**config.mk**
```make
export PLATFORM = sky130hd
export DESIGN_NAME = hysteresis_peak_valley_finder_top_flat
export DESIGN_NICKNAME = d
export VERILOG_FILES = /design/src/hdl/hpvf_pkg.sv /design/src/hdl/hpvf_sample_if.sv /design/src/hdl/hpvf_record_if.sv /design/src/hdl/hpvf_cfg_if.sv /design/src/hdl/hpvf_cfg_regs.sv /design/src/hdl/hpvf_tracker.sv /design/src/hdl/hysteresis_peak_valley_finder_top.sv /design/src/flat_wrapper.sv
export SDC_FILE = /design/constraint.sdc
export NUM_CORES = 1
export LEC_CHECK = 0
export BUFFER_PORTS_ARGS = -buffer_cell sky130_fd_sc_hd__buf_2
export CAP_MARGIN = 10
export CELL_PAD_IN_SITES_DETAIL_PLACEMENT = 0
export CELL_PAD_IN_SITES_GLOBAL_PLACEMENT = 1
export CORE_ASPECT_RATIO = 1.75
export CORE_MARGIN = 5
export CORE_UTILIZATION = 44
export CTS_CLUSTER_SIZE = 28
export DETAILED_ROUTE_END_ITERATION = 10
export GPL_TIMING_DRIVEN = 0
export PLACE_DENSITY_LB_ADDON = 0.1
export SETUP_SLACK_MARGIN = 0.05
export SLEW_MARGIN = 20
export SYNTH_ARGS = -nofsm -noshare
export SYNTH_HDL_FRONTEND = slang
export SYNTH_SLANG_ARGS = --single-unit
```
**constraint.sdc**
```tcl
create_clock -name clk -period 8.9 [get_ports clk]
set_clock_uncertainty 0.15 [all_clocks]
set_input_delay 1.78 -clock clk [delete_from_list [all_inputs] [get_ports clk]]
set_output_delay 1.78 -clock clk [all_outputs]
set_load 0.01 [all_outputs]
```
**src/hdl/hpvf_pkg.sv**
```systemverilog
// Package of the hysteresis peak and valley finder.
// Holds the shared types, record kind codes and default parameter values.
// Depends on nothing; every other file of the block uses it.
package hpvf_pkg;

	// Default number of record slots; at most RECORD_SLOTS-1 records are emitted.
	localparam int RECORD_SLOTS_DEF = 64;

	// Field widths fixed by the sample and record formats.
	localparam int SAMPLE_W = 16;
	localparam int THR_W    = 16;
	localparam int INDEX_W  = 32;
	localparam int KIND_W   = 2;
	localparam int SLOT_W   = 6;
	localparam int CFG_IDX_W = 2;

	// Configuration register indexes.
	localparam logic [CFG_IDX_W-1:0] CFG_START_THR = 2'd0;
	localparam logic [CFG_IDX_W-1:0] CFG_PEAK_THR  = 2'd1;

	// Kind of an emitted record.
	typedef enum logic [KIND_W-1:0] {
		KIND_START  = 2'd0,
		KIND_PEAK   = 2'd1,
		KIND_VALLEY = 2'd2
	} kind_t;

	// Tracker phase, one-hot.
	typedef enum logic [4:0] {
		PH_REFERENCE  = 5'b00001,
		PH_WAIT_START = 5'b00010,
		PH_TREND      = 5'b00100,
		PH_RISING     = 5'b01000,
		PH_FALLING    = 5'b10000
	} phase_t;

	// Threshold settings handed from the register file to the tracker.
	typedef struct packed {
		logic [THR_W-1:0] start_thr;
		logic [THR_W-1:0] peak_thr;
	} cfg_t;

	// One result record.
	typedef struct packed {
		logic signed [SAMPLE_W-1:0] value;
		logic [INDEX_W-1:0]         index;
		kind_t                      kind;
		logic [SLOT_W-1:0]          slot;
	} rec_t;

endpackage

```
**src/hdl/hpvf_sample_if.sv**
```systemverilog
// Sample input channel of the peak and valley finder: valid, ready and payload.
// Depends on hpvf_pkg for the field widths.
interface hpvf_sample_if;
	logic                                 valid;
	logic                                 ready;
	logic signed [hpvf_pkg::SAMPLE_W-1:0] sample;
	logic                                 restart;

	modport source (output valid, output sample, output restart, input ready);
	modport sink (input valid, input sample, input restart, output ready);
endinterface

```
**src/hdl/hpvf_record_if.sv**
```systemverilog
// Record output channel of the peak and valley finder: valid, ready and payload.
// Depends on hpvf_pkg for the field widths.
interface hpvf_record_if;
	logic                                 valid;
	logic                                 ready;
	logic signed [hpvf_pkg::SAMPLE_W-1:0] record_value;
	logic [hpvf_pkg::INDEX_W-1:0]         record_index;
	logic [hpvf_pkg::KIND_W-1:0]          record_kind;
	logic [hpvf_pkg::SLOT_W-1:0]          record_slot;

	modport source (output valid, output record_value, output record_index,
		output record_kind, output record_slot, input ready);
	modport sink (input valid, input record_value, input record_index,
		input record_kind, input record_slot, output ready);
endinterface

```
**src/hdl/hpvf_cfg_if.sv**
```systemverilog
// Configuration write channel of the peak and valley finder.
// Depends on hpvf_pkg for the index and data widths.
interface hpvf_cfg_if;
	logic                           valid;
	logic                           ready;
	logic [hpvf_pkg::CFG_IDX_W-1:0] index;
	logic [hpvf_pkg::THR_W-1:0]     data;

	modport source (output valid, output index, output data, input ready);
	modport sink (input valid, input index, input data, output ready);
endinterface

```
**src/hdl/hpvf_cfg_regs.sv**
```systemverilog
// Threshold register file of the peak and valley finder.
// Depends on hpvf_pkg and hpvf_cfg_if.
module hpvf_cfg_regs (
	input  logic            clk,
	input  logic            arst_n,
	hpvf_cfg_if.sink        cfg,
	output hpvf_pkg::cfg_t  thr
);

	hpvf_pkg::cfg_t thr_q;

	// Writes are always taken; indexes beyond the list are ignored.
	assign cfg.ready = 1'b1;
	assign thr = thr_q;

	always_ff @(posedge clk or negedge arst_n) begin
		if (!arst_n) begin
			thr_q <= '0;
		end else if (cfg.valid && cfg.ready) begin
			if (cfg.index == hpvf_pkg::CFG_START_THR) begin
				thr_q.start_thr <= cfg.data;
			end else if (cfg.index == hpvf_pkg::CFG_PEAK_THR) begin
				thr_q.peak_thr <= cfg.data;
			end
		end
	end

endmodule

```
**src/hdl/hpvf_tracker.sv**
```systemverilog
// Five-phase peak and valley tracker: state registers and next-state logic.
// Consumes one registered sample per step and flags a record to emit.
// Depends on hpvf_pkg.
module hpvf_tracker #(
	parameter int RECORD_SLOTS = hpvf_pkg::RECORD_SLOTS_DEF
) (
	input  logic                                 clk,
	input  logic                                 arst_n,
	input  logic                                 step,
	input  logic signed [hpvf_pkg::SAMPLE_W-1:0] sample,
	input  logic                                 restart,
	input  hpvf_pkg::cfg_t                       thr,
	output logic                                 emit,
	output hpvf_pkg::rec_t                       rec
);

	localparam int CntW = $clog2(RECORD_SLOTS);
	localparam logic [CntW-1:0] LastCnt = CntW'(RECORD_SLOTS - 1);

	hpvf_pkg::phase_t                     phase_q, phase_e, phase_n;
	logic signed [hpvf_pkg::SAMPLE_W-1:0] ref_q, ref_e, ref_n;
	logic signed [hpvf_pkg::SAMPLE_W-1:0] max_q, max_e, max_n;
	logic signed [hpvf_pkg::SAMPLE_W-1:0] min_q, min_e, min_n;
	logic [hpvf_pkg::INDEX_W-1:0]         max_idx_q, max_idx_e, max_idx_n;
	logic [hpvf_pkg::INDEX_W-1:0]         min_idx_q, min_idx_e, min_idx_n;
	logic [hpvf_pkg::INDEX_W-1:0]         cnt_q, cnt_e;
	logic [CntW-1:0]                      rec_cnt_q, rec_cnt_e;
	logic                                 want;

	// Differences are 17 bits wide, so they are exact.
	logic signed [hpvf_pkg::SAMPLE_W:0] s17, d_ref, d_max, d_min, pt17;
	logic [hpvf_pkg::SAMPLE_W:0]        abs_ref, st17;

	// A restart clears the state before the sample is handled.
	always_comb begin
		phase_e   = restart ? hpvf_pkg::PH_REFERENCE : phase_q;
		ref_e     = restart ? '0 : ref_q;
		max_e     = restart ? '0 : max_q;
		min_e     = restart ? '0 : min_q;
		max_idx_e = restart ? '0 : max_idx_q;
		min_idx_e = restart ? '0 : min_idx_q;
		cnt_e     = restart ? '0 : cnt_q;
		rec_cnt_e = restart ? '0 : rec_cnt_q;
	end

	// Next state and record selection for the current sample.
	always_comb begin
		phase_n   = phase_e;
		ref_n     = ref_e;
		max_n     = max_e;
		min_n     = min_e;
		max_idx_n = max_idx_e;
		min_idx_n = min_idx_e;
		want      = 1'b0;
		rec.value = sample;
		rec.index = cnt_e;
		rec.kind  = hpvf_pkg::KIND_START;
		rec.slot  = hpvf_pkg::SLOT_W'(rec_cnt_e);
		s17       = {sample[hpvf_pkg::SAMPLE_W-1], sample};
		pt17      = $signed({1'b0, thr.peak_thr});
		st17      = {1'b0, thr.start_thr};
		d_ref     = s17 - {ref_e[hpvf_pkg::SAMPLE_W-1], ref_e};
		abs_ref   = d_ref[hpvf_pkg::SAMPLE_W] ? unsigned'(-d_ref) : unsigned'(d_ref);
		d_max     = '0;
		d_min     = '0;
		unique case (phase_e)
			hpvf_pkg::PH_REFERENCE: begin
				ref_n   = sample;
				phase_n = hpvf_pkg::PH_WAIT_START;
			end
			hpvf_pkg::PH_WAIT_START: begin
				if (abs_ref > st17) begin
					ref_n   = sample;
					want    = 1'b1;
					phase_n = hpvf_pkg::PH_TREND;
				end
			end
			hpvf_pkg::PH_TREND: begin
				if ($signed(abs_ref) > pt17) begin
					if (d_ref > 0) begin
						max_n     = sample;
						max_idx_n = cnt_e;
						phase_n   = hpvf_pkg::PH_RISING;
					end else begin
						min_n     = sample;
						min_idx_n = cnt_e;
						phase_n   = hpvf_pkg::PH_FALLING;
					end
				end
			end
			hpvf_pkg::PH_RISING: begin
				if (sample > max_e) begin
					max_n     = sample;
					max_idx_n = cnt_e;
				end
				d_max = {max_n[hpvf_pkg::SAMPLE_W-1], max_n} - s17;
				if (d_max > pt17) begin
					want      = 1'b1;
					rec.value = max_n;
					rec.index = max_idx_n;
					rec.kind  = hpvf_pkg::KIND_PEAK;
					min_n     = sample;
					min_idx_n = cnt_e;
					phase_n   = hpvf_pkg::PH_FALLING;
				end
			end
			hpvf_pkg::PH_FALLING: begin
				if (sample < min_e) begin
					min_n     = sample;
					min_idx_n = cnt_e;
				end
				d_min = s17 - {min_n[hpvf_pkg::SAMPLE_W-1], min_n};
				if (d_min > pt17) begin
					want      = 1'b1;
					rec.value = min_n;
					rec.index = min_idx_n;
					rec.kind  = hpvf_pkg::KIND_VALLEY;
					max_n     = sample;
					max_idx_n = cnt_e;
					phase_n   = hpvf_pkg::PH_RISING;
				end
			end
			default: begin
				// Unreachable codes only advance the sample count.
				phase_n = phase_e;
			end
		endcase
		// Records beyond the last slot are dropped.
		emit = want && (rec_cnt_e != LastCnt);
	end

	// State update on every sample step.
	always_ff @(posedge clk or negedge arst_n) begin
		if (!arst_n) begin
			phase_q   <= hpvf_pkg::PH_REFERENCE;
			ref_q     <= '0;
			max_q     <= '0;
			min_q     <= '0;
			max_idx_q <= '0;
			min_idx_q <= '0;
			cnt_q     <= '0;
			rec_cnt_q <= '0;
		end else if (step) begin
			phase_q   <= phase_n;
			ref_q     <= ref_n;
			max_q     <= max_n;
			min_q     <= min_n;
			max_idx_q <= max_idx_n;
			min_idx_q <= min_idx_n;
			cnt_q     <= cnt_e + 1'b1;
			rec_cnt_q <= emit ? rec_cnt_e + 1'b1 : rec_cnt_e;
		end
	end

	// The emitted record count never passes the last slot.
	a_rec_cnt_bound: assert property (@(posedge clk) disable iff (!arst_n)
		rec_cnt_q <= LastCnt)
		else $error("record count passed the last slot");

	// A restarted step leaves exactly one sample counted.
	a_restart_count: assert property (@(posedge clk) disable iff (!arst_n)
		step && restart |=> cnt_q == 1)
		else $error("sample count not restarted");

	// A peak leaves the tracker following the minimum from the current sample.
	a_peak_switch: assert property (@(posedge clk) disable iff (!arst_n)
		step && emit && rec.kind == hpvf_pkg::KIND_PEAK
		|=> phase_q == hpvf_pkg::PH_FALLING && min_q == $past(sample))
		else $error("peak did not switch to falling");

endmodule

```
**src/hdl/hysteresis_peak_valley_finder_top.sv**
```systemverilog
// Top level of the hysteresis peak and valley finder.
// A record reaches the channel through the input register and then the record register.
// Throughput: one sample per cycle while the record channel is ready; the tracker
// state loop is closed by combinational logic between the input and record registers.
// Reset: arst_n clears phase, counters and thresholds at once; restart clears the tracker.
// Depends on hpvf_pkg, the channel interfaces, hpvf_cfg_regs and hpvf_tracker.
module hysteresis_peak_valley_finder_top #(
	parameter int RECORD_SLOTS = hpvf_pkg::RECORD_SLOTS_DEF
) (
	input  logic          clk,
	input  logic          arst_n,
	hpvf_sample_if.sink   samples,
	hpvf_record_if.source records,
	hpvf_cfg_if.sink      cfg
);

	logic                                 valid_s1;
	logic signed [hpvf_pkg::SAMPLE_W-1:0] sample_s1;
	logic                                 restart_s1;
	logic                                 adv_s1;
	logic                                 emit;
	logic                                 out_valid_q;
	hpvf_pkg::rec_t                       rec, rec_q;
	hpvf_pkg::cfg_t                       thr;

	hpvf_cfg_regs u_cfg (
		.clk    (clk),
		.arst_n (arst_n),
		.cfg    (cfg),
		.thr    (thr)
	);

	// The registered sample moves on when the record register is free or being taken.
	assign adv_s1        = valid_s1 && (!out_valid_q || records.ready);
	assign samples.ready = !valid_s1 || adv_s1;

	// Input register.
	always_ff @(posedge clk or negedge arst_n) begin
		if (!arst_n) begin
			valid_s1 <= 1'b0;
		end else if (samples.ready) begin
			valid_s1 <= samples.valid;
		end
	end

	always_ff @(posedge clk) begin
		if (samples.valid && samples.ready) begin
			sample_s1  <= samples.sample;
			restart_s1 <= samples.restart;
		end
	end

	hpvf_tracker #(
		.RECORD_SLOTS (RECORD_SLOTS)
	) u_tracker (
		.clk     (clk),
		.arst_n  (arst_n),
		.step    (adv_s1),
		.sample  (sample_s1),
		.restart (restart_s1),
		.thr     (thr),
		.emit    (emit),
		.rec     (rec)
	);

	// Record register.
	always_ff @(posedge clk or negedge arst_n) begin
		if (!arst_n) begin
			out_valid_q <= 1'b0;
		end else if (adv_s1) begin
			out_valid_q <= emit;
		end else if (records.ready) begin
			out_valid_q <= 1'b0;
		end
	end

	always_ff @(posedge clk) begin
		if (adv_s1 && emit) begin
			rec_q <= rec;
		end
	end

	assign records.valid        = out_valid_q;
	assign records.record_value = rec_q.value;
	assign records.record_index = rec_q.index;
	assign records.record_kind  = rec_q.kind;
	assign records.record_slot  = rec_q.slot;

	// A sample step that emits leaves a record waiting in the next cycle.
	a_emit_to_out: assert property (@(posedge clk) disable iff (!arst_n)
		adv_s1 && emit |=> records.valid)
		else $error("emitted record not presented");

	// A pending record that is not taken blocks the input register.
	a_stall: assert property (@(posedge clk) disable iff (!arst_n)
		out_valid_q && !records.ready |-> !adv_s1)
		else $error("sample advanced over a pending record");

	// A record that is not taken stays valid and unchanged.
	a_rec_hold: assert property (@(posedge clk) disable iff (!arst_n)
		records.valid && !records.ready |=> records.valid && $stable(rec_q))
		else $error("pending record changed before its transfer");

endmodule

```
**src/flat_wrapper.sv**
```systemverilog
// flat-port wrapper written by rule: the top's interface ports become plain ports
module hysteresis_peak_valley_finder_top_flat 
#(
	parameter int RECORD_SLOTS = hpvf_pkg::RECORD_SLOTS_DEF
)
  (clk, arst_n, samples_valid, samples_sample, samples_restart, samples_ready, records_valid, records_record_value, records_record_index, records_record_kind, records_record_slot, records_ready, cfg_valid, cfg_index, cfg_data, cfg_ready);
  hpvf_sample_if samples_i ();
  hpvf_record_if records_i ();
  hpvf_cfg_if cfg_i ();
  input  logic clk;
  input  logic arst_n;
  input wire logic [$bits(samples_i.valid)-1:0] samples_valid;
  input wire logic [$bits(samples_i.sample)-1:0] samples_sample;
  input wire logic [$bits(samples_i.restart)-1:0] samples_restart;
  output wire logic [$bits(samples_i.ready)-1:0] samples_ready;
  output wire logic [$bits(records_i.valid)-1:0] records_valid;
  output wire logic [$bits(records_i.record_value)-1:0] records_record_value;
  output wire logic [$bits(records_i.record_index)-1:0] records_record_index;
  output wire logic [$bits(records_i.record_kind)-1:0] records_record_kind;
  output wire logic [$bits(records_i.record_slot)-1:0] records_record_slot;
  input wire logic [$bits(records_i.ready)-1:0] records_ready;
  input wire logic [$bits(cfg_i.valid)-1:0] cfg_valid;
  input wire logic [$bits(cfg_i.index)-1:0] cfg_index;
  input wire logic [$bits(cfg_i.data)-1:0] cfg_data;
  output wire logic [$bits(cfg_i.ready)-1:0] cfg_ready;
  assign samples_i.valid = samples_valid;
  assign samples_i.sample = samples_sample;
  assign samples_i.restart = samples_restart;
  assign samples_ready = samples_i.ready;
  assign records_valid = records_i.valid;
  assign records_record_value = records_i.record_value;
  assign records_record_index = records_i.record_index;
  assign records_record_kind = records_i.record_kind;
  assign records_record_slot = records_i.record_slot;
  assign records_i.ready = records_ready;
  assign cfg_i.valid = cfg_valid;
  assign cfg_i.index = cfg_index;
  assign cfg_i.data = cfg_data;
  assign cfg_ready = cfg_i.ready;
  hysteresis_peak_valley_finder_top #(.RECORD_SLOTS(RECORD_SLOTS)) u_core (.clk(clk), .arst_n(arst_n), .samples(samples_i), .records(records_i), .cfg(cfg_i));
endmodule
```
==> metrics.cfg, run 1 <==
[yosys]
synth_area_um2=17560
ys_ff_latch=262
synth_edf_count=73
syn-num-nets=2038
synth_top_family_by_area=compound AO/OA/AOI/OAI gates
synthAdderAreaFrac_pct=10.75
synthSimpleGateAreaFrac_pct=14.77
synthXorXnorAreaFrac_pct=3.342
ys_warn_count=0
synth_compound_area_share_pct=22.07
async_flop_share_pct=72.14
synthTopCellsByArea=dfrtp_1 27%, edfxtp_1 12%, ha_1 10%, nand2_1 3.9%, a21oi_1 3.8%
synth_ff_type=dfrtp_1
synth_cell_types=88
synth_top_cell_area_share_pct=26.80
synth_area_leader_cell=dfrtp_1
synth-seq-area-share_pct=39.43
synthMuxAreaShare_pct=4.853
syn_inst=1849
synth_area_per_cell_um2=9.495

[critical_path]
cpPeakStageDelay_ps=520
cp_max_fo=10
worst_ep_arrival_time_ps=8900
critPathBufInv=11
cpMaxStageDelayCell=edfxtp_1
critical_path_class=flip-flop to flip-flop
cpLargestDelayFamily=compound AO/OA/AOI/OAI gates
r2r_slack_ps=300
endpoint_kind=flip-flop
critPathLaunchType=flip-flop
crit_top_cell=clkbuf_8
critPathRequiredTime_ps=9190

[timing]
tns_ps=0
fmax_mhz=116.2
slew_headroom_pct=25.50
layout_min_cycle_time_ps=8604
drv_slew=0
tightest_slew_ps=1109
rsz0062_at_grt=true
setup_viol=0
fin_hold_ws_ps=335.2
hold_viol_final=0
fin_crit_sh_pct=96.67

[global_route]
grt_max_degree=91
grt_pass1_wl_um=92620
grt_antenna_before_repair=0
overflow=0
grt_pass1_vias=15780
track_usage_pct=27.46

[flow_run]
cap_violations=0

[clock_tree]
cts_inserted_buffers=27
htreeDepth=1
ctsLongestPathBuffers=3
cts.clk_slew.worst_paths_ps=60
clock_latency_ps=570
cts_hold_buf=0
cts-root-buf=clkbuf_16
clock_sinks=262
cts_tree=yes

[final_layout]
postLayoutCoreUtil_pct=51.42
drive_above_1_share_pct=15.66
syn2layout_area_growth_pct=15.39
n_fill_cell=3732
insertedDiodeCount=0
post-route-cell-area_um2=20260
nets=2187

[power_and_ir_drop]
cellPowerDensity_nw_per_um2=231.6
ir_drop_v=0.0001375
leakagePower_nw=8.606
finalPower_mw=4.692

[worst_hold_path]
hold_class=flip-flop to flip-flop

[place]
placed_cell_area_um2=18720
dp_hpwl_um=48000
port_buffers=97
routabilityCongestion=0.9353

[drt]
top_layer=met4
route.met3.wl_um=2074
routed_wl_um=61670
drc_errors=0
vias=15280
met1Wirelength_um=20850
avgViaCountPerCell=6.091
dr.pass1.iters=7
avgRoutedWirePerCell_um=24.59
wl_met2_um=33830
drt-initial-drc-count=1127
drtAntennaViolNets=0

[floorplan]
start_util_pct=44.56
coreArea_um2=39400
ios=99
rows=96
dieArea_um2=44150
die_w_um=161
die_y_um=274.3

[status]
status=finished clean

metrics by stage:
step | std cells | setup WS (ps)
floorplan | 1849 | 421.1
global placement | 2436 | -4429
detailed placement | 2438 | -4220
CTS | 2495 | 53.94
global route | 2508 | 15.94
finish | 2508 | 296.4
power by group:
part           leakage, nW  total, mW  internal, mW  switching (mW)
Combinational         4.93       1.99         0.772            1.22
Clock                0.461       1.24         0.717           0.522
Sequential            3.21       1.46          1.37          0.0949
cell usage after synthesis, drive strengths merged (5+ instances only):
cell type  number
nand2         181
a2111oi         8
a21oi         135
a32o           11
nand3          37
xnor2          42
nor3           20
o22ai          13
a222oi         21
xor2           25
nand4          22
o21a           19
a41oi           5
dfrtp         188
o2bb2ai        43
nand3b         22
mux2i          24
o211ai         44
or3            10
nand2b         22
a211oi         12
nor2          147
o221ai         22
nor2b          28
a21boi          7
nor4            9
o21ai          75
ha            146
a221o          18
buf            22
a21o           37
and3            9
clkbuf         83
a31oi          27
and2           10
o311ai          8
a22oi           8
nor3b           5
mux2           51
edfxtp         73
inv           106
worst reg2reg max path: cells and delay by family, from the launching register on:
| kind | cells | cell delay [ps] |
|---|---|---|
| AND/OR/NAND/NOR | 8 | 950 |
| buffers and inverters | 11 | 1970 |
| AO/OA/AOI/OAI | 17 | 3550 |
| XOR/XNOR | 1 | 120 |
| adder cells (fa/ha/maj) | 4 | 1230 |
| flip-flops | 1 | 520 |
timing repair:
| action | CTS | global route |
|---|---|---|
| pin swaps | 7 | 6 |
| gates resized for setup | 88 | 39 |
| endpoints found under the setup margin | 229 | 202 |
| setup buffers | 9 | 14 |
| gates cloned | 1 | 0 |
layer usage:
layer / track usage [%] / vias to the layer above
met5: 0 / -
li1: - / 7156
met1: 26.42 / 7465
met3: 2.602 / 201
met4: 18.69 / 0
met2: 54.09 / 455
state kept, by name, indices dropped and copies added, names as in the netlist, 2 cells and up:
register                     count
u_core.sample_s1                16
u_core.u_tracker.ref_q          16
u_core.u_tracker.min_idx_q      32
u_core.u_tracker.max_q          16
u_core.records.record_value     16
u_core.records.record_index     32
u_core.u_tracker.cnt_q          32
u_core.records.record_kind       2
u_core.u_cfg.thr                32
u_core.u_tracker.phase_q         5
u_core.u_tracker.max_idx_q      32
u_core.u_tracker.rec_cnt_q       6
u_core.u_tracker.min_q          16
u_core.records.record_slot       6
path summary, 6_finish.rpt:
| kind | from | to | cells past startpoint |
|---|---|---|---|
| worst max-delay path | u_core.restart_s1 | u_core.u_tracker.min_idx_q[16] | 41 |
| worst min-delay path | u_core.u_tracker.max_idx_q[30] | u_core.u_tracker.max_idx_q[30] | 1 |
| worst max register to register | u_core.restart_s1 | u_core.u_tracker.min_idx_q[16] | 41 |
| worst min register to register | u_core.u_tracker.max_idx_q[30] | u_core.u_tracker.max_idx_q[30] | 1 |
| max in group asynchronous | arst_n | u_core.u_tracker.min_q[13] | 3 |
| min in group asynchronous | arst_n | u_core.u_cfg.thr[13] | 1 |
logic make-up (layout without fill, tap and decap cells):
kind of cell | after synthesis | in the layout
buffers and inverters | 212 | 381
other | 1 | 1
adders and majority gates | 149 | 149
xor gates and xnor gates | 67 | 67
muxes | 75 | 75
DFF | 262 | 262
and+or+nand+nor | 538 | 538
AOI/OAI and AO/OA | 545 | 545
layout make-up:
type	instances	area (µm²)	share of cell area (%)
inverter	107	412.9	2.038
clock buffer	35	755.7	3.730
sequential	262	6923	34.17
buffer	102	563.0	2.779
timing repair buffer	123	805.8	3.978
tap	490	613.1	3.026
multi-input combinational	1375	10000	49.36
clock inverter	14	185.2	0.9141
placed cells by master (no fill, tap or decap), drive strengths merged, types with 8 or more instances in the layout:
| cell | instances |
|---|---|
| o21ai | 75 |
| a21oi | 135 |
| inv | 108 |
| nor2 | 147 |
| a21o | 37 |
| a221o | 18 |
| mux2 | 51 |
| mux2i | 24 |
| o211ai | 44 |
| a222oi | 21 |
| o22ai | 13 |
| a22oi | 8 |
| o2bb2ai | 43 |
| nand3b | 22 |
| edfxtp | 73 |
| nand3 | 37 |
| a211oi | 12 |
| nand2b | 22 |
| o21a | 19 |
| nor2b | 28 |
| xnor2 | 42 |
| nand4 | 22 |
| and3 | 9 |
| o221ai | 22 |
| nor3 | 20 |
| or3 | 10 |
| a32o | 11 |
| o311ai | 8 |
| nand2 | 181 |
| clkbuf | 114 |
| dfrtp | 188 |
| and2 | 10 |
| a2111oi | 8 |
| a31oi | 27 |
| ha | 146 |
| nor4 | 9 |
| xor2 | 25 |
| buf | 145 |
No activity file was read; power rests on OpenSTA's default activity.
==> inputs of run 2 (changes only) <==
- CORE_UTILIZATION: 44 -> 49
- clock period: 8.9 -> 8.4 ns (I/O delays scaled with it)
==> metrics.cfg, run 2 (synthesis gave the netlist of run 1 again) <==
[status]
status=finished clean

[drt]
vias=15450  ; +1.1%
routed_wl_um=60710  ; -1.5%
avgRoutedWirePerCell_um=24.37  ; -0.88%
dr.pass1.iters=7  ; unchanged
drt-initial-drc-count=890  ; -21%
drtAntennaViolNets=0  ; unchanged
avgViaCountPerCell=6.202  ; +1.8%
drc_errors=0  ; unchanged

[power_and_ir_drop]
power.internal_mw=2.974  ; +4.2%
p_sw_mw=1.950  ; +6.1%
leakagePower_nw=8.689  ; +0.97%
ir_drop_v=0.0001839  ; +34%
finalPower_mw=4.924  ; +4.9%
power_frac_clock_pct=25.0  ; -1.4 points
power_frac_comb_pct=43.5  ; +1.0 points
cellPowerDensity_nw_per_um2=241.2  ; +4.1%
switching_share_pct=39.61  ; +0.45 points
power_frac_seq_pct=31.5  ; +0.4 points

[clock_tree]
clock_latency_ps=570  ; about the same
clock_sinks=262  ; unchanged
htreeDepth=1  ; unchanged
cts_tree=yes
cts_inserted_buffers=27  ; unchanged
cts.clk_slew.worst_paths_ps=70  ; about the same
ctsLongestPathBuffers=3  ; unchanged
cts-root-buf=clkbuf_16

[place]
dp.cells=2413  ; -1.0%
dp_hpwl_um=46440  ; -3.3%
port_buffers=97  ; unchanged
routabilityCongestion=0.9301  ; -0.56%
placed_cell_area_um2=18690  ; -0.17%

[critical_path]
reg2reg_to=u_core.records.record_index[3]
cp.depth=38  ; -7.3%
reg2reg_from=u_core.restart_s1
r2r_cells=38  ; -7.3%
cpPeakStageDelay_ps=490  ; -30 ps
critPathLaunchType=flip-flop
cpMaxStageDelayCell=a222oi_1
cpLargestDelayFamily=compound AO/OA/AOI/OAI gates
cp-startpoint=u_core.restart_s1
endpoint_kind=flip-flop
worst_ep_arrival_time_ps=8290  ; -610 ps
r2r_slack_ps=260  ; -40 ps
critPathBufInv=13  ; +2
critical_path_class=flip-flop to flip-flop
critPathRequiredTime_ps=8550  ; -640 ps
cp_max_fo=10  ; unchanged

[timing]
tightest_slew_ps=894.0  ; -214.9 ps
layout_min_cycle_time_ps=8142  ; -461.9 ps
fin_crit_sh_pct=96.92  ; +0.25 points
drv_slew=0  ; unchanged
rsz0062_at_grt=true
slew_headroom_pct=39.85  ; +14 points
tns_ps=0  ; unchanged
hold_viol_final=0  ; unchanged
fmax_mhz=122.8  ; +5.7%
setup_viol=0  ; unchanged

[global_route]
grt_antenna_before_repair=0  ; unchanged
top_usage_layer=met2
grt_pass1_wl_um=91650  ; -1.0%
track_usage_pct=29.72  ; +2.3 points
use_met2_pct=56.38  ; +2.3 points
overflow=0  ; unchanged
grt_pass1_vias=16010  ; +1.5%
met1_usage_pct=28.58  ; +2.2 points
grt_max_degree=93  ; +2.2%
use_met3_pct=3.584  ; +0.98 points

[floorplan]
die_w_um=153.1  ; -4.9%
dieArea_um2=39870  ; -9.7%
rows=91  ; -5.2%
die_y_um=260.4  ; -5.0%
coreArea_um2=35300  ; -10%
start_util_pct=49.74  ; +5.2 points
ios=99  ; unchanged

[flow_run]
cap_violations=0  ; unchanged

[final_layout]
syn2layout_area_growth_pct=16.26
post-route-cell-area_um2=20410  ; +0.75%
drive_above_1_share_pct=17.18  ; +1.5 points
postLayoutCoreUtil_pct=57.83  ; +6.4 points
layout_commonest_cell=dfrtp_1
nets=2194  ; +0.32%
mostFrequentLayoutCells=188 x dfrtp_1, 177 x nand2_1, 145 x nor2_1, 145 x ha_1, 126 x a21oi_1
insertedDiodeCount=0  ; unchanged
final_cells=2491  ; -0.68%

[worst_hold_path]
hold_class=flip-flop to flip-flop
hold_depth=1  ; unchanged
min_to=u_core.u_tracker.max_idx_q[30]
hold_start=u_core.u_tracker.max_idx_q[30]

-- run 2: changes by cell type in the layout (fill, tap and decap cells not counted), sizes merged --
| cell | delta |
|---|---|
| clkinvlp | -2 |
| bufbuf | -1 |
| inv | +1 |
| clkinv | +1 |
| buf | +13 |
| bufinv | -4 |
-- run 2: worst max-delay path by stage --
stage | to | slack, ps
3_5_place_dp | u_core.records.record_index[15] | -4640
5_1_grt | u_core.records.record_value[12] | -30
4_1_cts | u_core.u_tracker.min_idx_q[20] | 60
2_1_floorplan | u_core.records.record_index[10] | 130
3_3_place_gp | u_core.records.record_index[15] | -4470
6_report | u_core.records.record_index[3] | 260
-- run 2: final cells by class --
cell class                 instances  area [µm²]
inverter                         107       414.1
clock inverter                    10       65.06
tap                              465       581.8
fill                            3207       14890
timing repair buffer             130       828.3
clock buffer                      40       828.3
buffer                           102       630.6
sequential                       262        6923
multi-input combinational       1375       10140
-- run 2: power by group through the flow --
stage / clock network, mW / registers (mW) / logic (mW)
after floorplan: 0 / 1.54 / 1.41
after global placement: 0 / 1.57 / 1.93
after detailed placement: 0 / 1.57 / 1.98
after CTS: 1.25 / 1.55 / 2.08
after global routing: 1.31 / 1.56 / 2.36
final: 1.23 / 1.55 / 2.14
-- run 2: through the flow --
step | setup slack, ps | hold slack (ps)
after floorplan | 126.4 | 298.9
after global placement | -4472 | 311.1
after detailed placement | -4639 | 315.7
after CTS | 57.66 | 331.2
after global routing | -29.97 | 356.3
final | 258.3 | 335.0
-- run 2: worst reg2reg max path: cells and delay by family, from the launching register on --
| family | cells | cell delay, ps |
|---|---|---|
| and+or+nand+nor | 6 | 770 |
| adders and majority gates | 4 | 1150 |
| xor gates and xnor gates | 1 | 140 |
| AOI/OAI and AO/OA | 14 | 3290 |
| DFF | 1 | 450 |
| buffers and inverters | 13 | 1910 |
-- run 2: routing by layer --
metal,vias to the layer above,wire [µm]
met5,-,0
met4,0,5732
met3,242,2492
met2,563,32240
met1,7467,20250
li1,7178,-
-- run 2: repair_timing --
action	4_1_cts	5_1_grt
buffers inserted	17	13
setup endpoints to repair	230	219
cloned	1	0
pin swaps	8	21
hold buffers	0	0
resized for setup	116	63
==> inputs of run 3 (changes only) <==
- BUFFER_PORTS_ARGS: -buffer_cell sky130_fd_sc_hd__buf_2 -> default
- CORE_UTILIZATION: 49 -> 51
- DONT_BUFFER_PORTS: default -> 1
==> metrics.cfg, run 3 (synthesis gave the netlist of run 1 again) <==
[final_layout]
drive_above_1_share_pct=12.90  ; -4.3 points
final_cells=2391  ; -4.0%
n_fill_cell=3125  ; -2.6%
layout_commonest_cell=dfrtp_1
postLayoutCoreUtil_pct=57.99  ; +0.17 points
mostFrequentLayoutCells=188 x dfrtp_1, 177 x nand2_1, 145 x ha_1
nets=2099  ; -4.3%
syn2layout_area_growth_pct=13.08

[critical_path]
endpoint_kind=flip-flop
cp_max_fo=10  ; unchanged
r2r_slack_ps=280  ; +20 ps
critPathRequiredTime_ps=8690  ; +140 ps
critPathBufInv=12  ; -1
cpPeakStageDelay_ps=440  ; -50 ps
cpLargestDelayFamily=compound AO/OA/AOI/OAI gates
critPathLaunchType=flip-flop
worst_ep_arrival_time_ps=8410  ; +120 ps
cpMaxStageDelayCell=edfxtp_1
critical_path_class=flip-flop to flip-flop
crit_top_cell=buf_4

[drt]
vias=15000  ; -2.9%
avgViaCountPerCell=6.271  ; +1.1%
drc_errors=0  ; unchanged
drt-initial-drc-count=970  ; +9.0%
dr.pass1.iters=7  ; unchanged
routed_wl_um=59670  ; -1.7%
drtAntennaViolNets=0  ; unchanged
avgRoutedWirePerCell_um=24.96  ; +2.4%

[floorplan]
rows=90  ; -1.1%
coreArea_um2=34230  ; -3.0%
ios=99  ; unchanged
die_y_um=255.4  ; -1.9%
dieArea_um2=38380  ; -3.7%
start_util_pct=51.29  ; +1.5 points
die_w_um=150.3  ; -1.9%

[timing]
tightest_slew_ps=1076  ; +181.8 ps
fin_crit_sh_pct=96.69  ; -0.23 points
layout_min_cycle_time_ps=8122  ; -19.40 ps
setup_viol=0  ; unchanged
fmax_mhz=123.1  ; +0.24%
hold_viol_final=0  ; unchanged
rsz0062_at_grt=true
drv_slew=0  ; unchanged
slew_headroom_pct=27.73  ; -12 points

[place]
dp.cells=2310  ; -4.3%
dp_hpwl_um=45460  ; -2.1%
port_buffers=0  ; -100%
routabilityCongestion=0.9218  ; -0.89%

[power_and_ir_drop]
cellPowerDensity_nw_per_um2=243.5  ; +0.94%
leakagePower_nw=8.232  ; -5.3%
ir_drop_v=0.0001823  ; -0.88%

[clock_tree]
cts-root-buf=clkbuf_16
clock_sinks=262  ; unchanged
cts_tree=yes
htreeDepth=1  ; unchanged
cts_hold_buf=0  ; unchanged
ctsLongestPathBuffers=3  ; unchanged
cts_inserted_buffers=27  ; unchanged
clock_latency_ps=560  ; about the same
cts.clk_slew.worst_paths_ps=70  ; about the same

[global_route]
grt_max_degree=190  ; +100%
overflow=0  ; unchanged
grt_antenna_before_repair=1  ; +1
grt_pass1_vias=15360  ; -4.0%
track_usage_pct=30.48  ; +0.76 points
grt_pass1_wl_um=89310  ; -2.6%

[flow_run]
cap_violations=0  ; unchanged

[worst_hold_path]
hold_class=flip-flop to flip-flop

[status]
status=finished clean

[run 3: cell types whose count changed in the layout (fill, tap and decap cells not counted), sizes merged]
cell,previous run,this run
inv,109,111
bufinv,0,1
clkinvlp,0,6
buf,158,59
clkbuf,114,105
clkinv,8,11
diode,0,1
[run 3: area by class of cell]
type,count,area [µm²],area share (%)
clock inverter,22,178.9,0.9012
inverter,107,412.9,2.080
timing repair buffer,34,354.1,1.784
tap,460,575.6,2.899
clock buffer,27,675.6,3.403
sequential,262,6923,34.87
multi-input combinational,1375,10110,50.92
antenna,1,2.502,0.01260
buffer,103,621.8,3.132
[run 3: metal layers]
metal	routed length (µm)	global-route usage (%)	part of all wire, %	vias up
li1	-	-	-	6991
met4	4526	19.21	7.6	0
met5	0	0	0	-
met3	2623	3.989	4.4	193
met1	19590	30.05	33	7276
met2	32930	58.16	55	535
[run 3: path summary, 6_finish.rpt]
check | startpoint | end | cells past startpoint
setup / recovery | u_core.restart_s1 | u_core.u_tracker.min_idx_q[3] | 44
hold / removal | u_core.u_tracker.min_q[13] | u_core.u_tracker.min_q[13] | 1
setup reg to reg | u_core.restart_s1 | u_core.u_tracker.min_idx_q[3] | 44
hold reg to reg | u_core.u_tracker.min_q[13] | u_core.u_tracker.min_q[13] | 1
max in group asynchronous | arst_n | u_core.u_tracker.min_q[13] | 0
min in group asynchronous | arst_n | u_core.u_cfg.thr[13] | 0
[run 3: where the power goes]
part	internal, mW	leakage, nW	switching, mW
Sequential	1.45	3.21	0.108
Combinational	0.820	4.61	1.27
Clock	0.630	0.408	0.558
Total	2.90	8.23	1.94
[run 3: metrics by stage]
step | TNS, ps | power [mW] | hold WS, ps | instance area [µm²] | setup WS, ps
floorplan | 0 | 2.949 | 298.9 | 17560 | 126.4
CTS | 0 | 4.780 | 339.1 | 19510 | 33.35
global route | 0 | 5.131 | 352.8 | 19850 | 23.32
global placement | -754270 | 3.454 | 308.0 | 18130 | -4414
detailed placement | -772140 | 3.497 | 324.2 | 18140 | -4503
finish | 0 | 4.834 | 340.7 | 19850 | 277.7
[run 3: what timing repair did]
action,CTS,global route
setup buffers,14,15
cloned,2,2
pin swaps,9,13
resized for setup,108,59
endpoints found under the setup margin,230,222
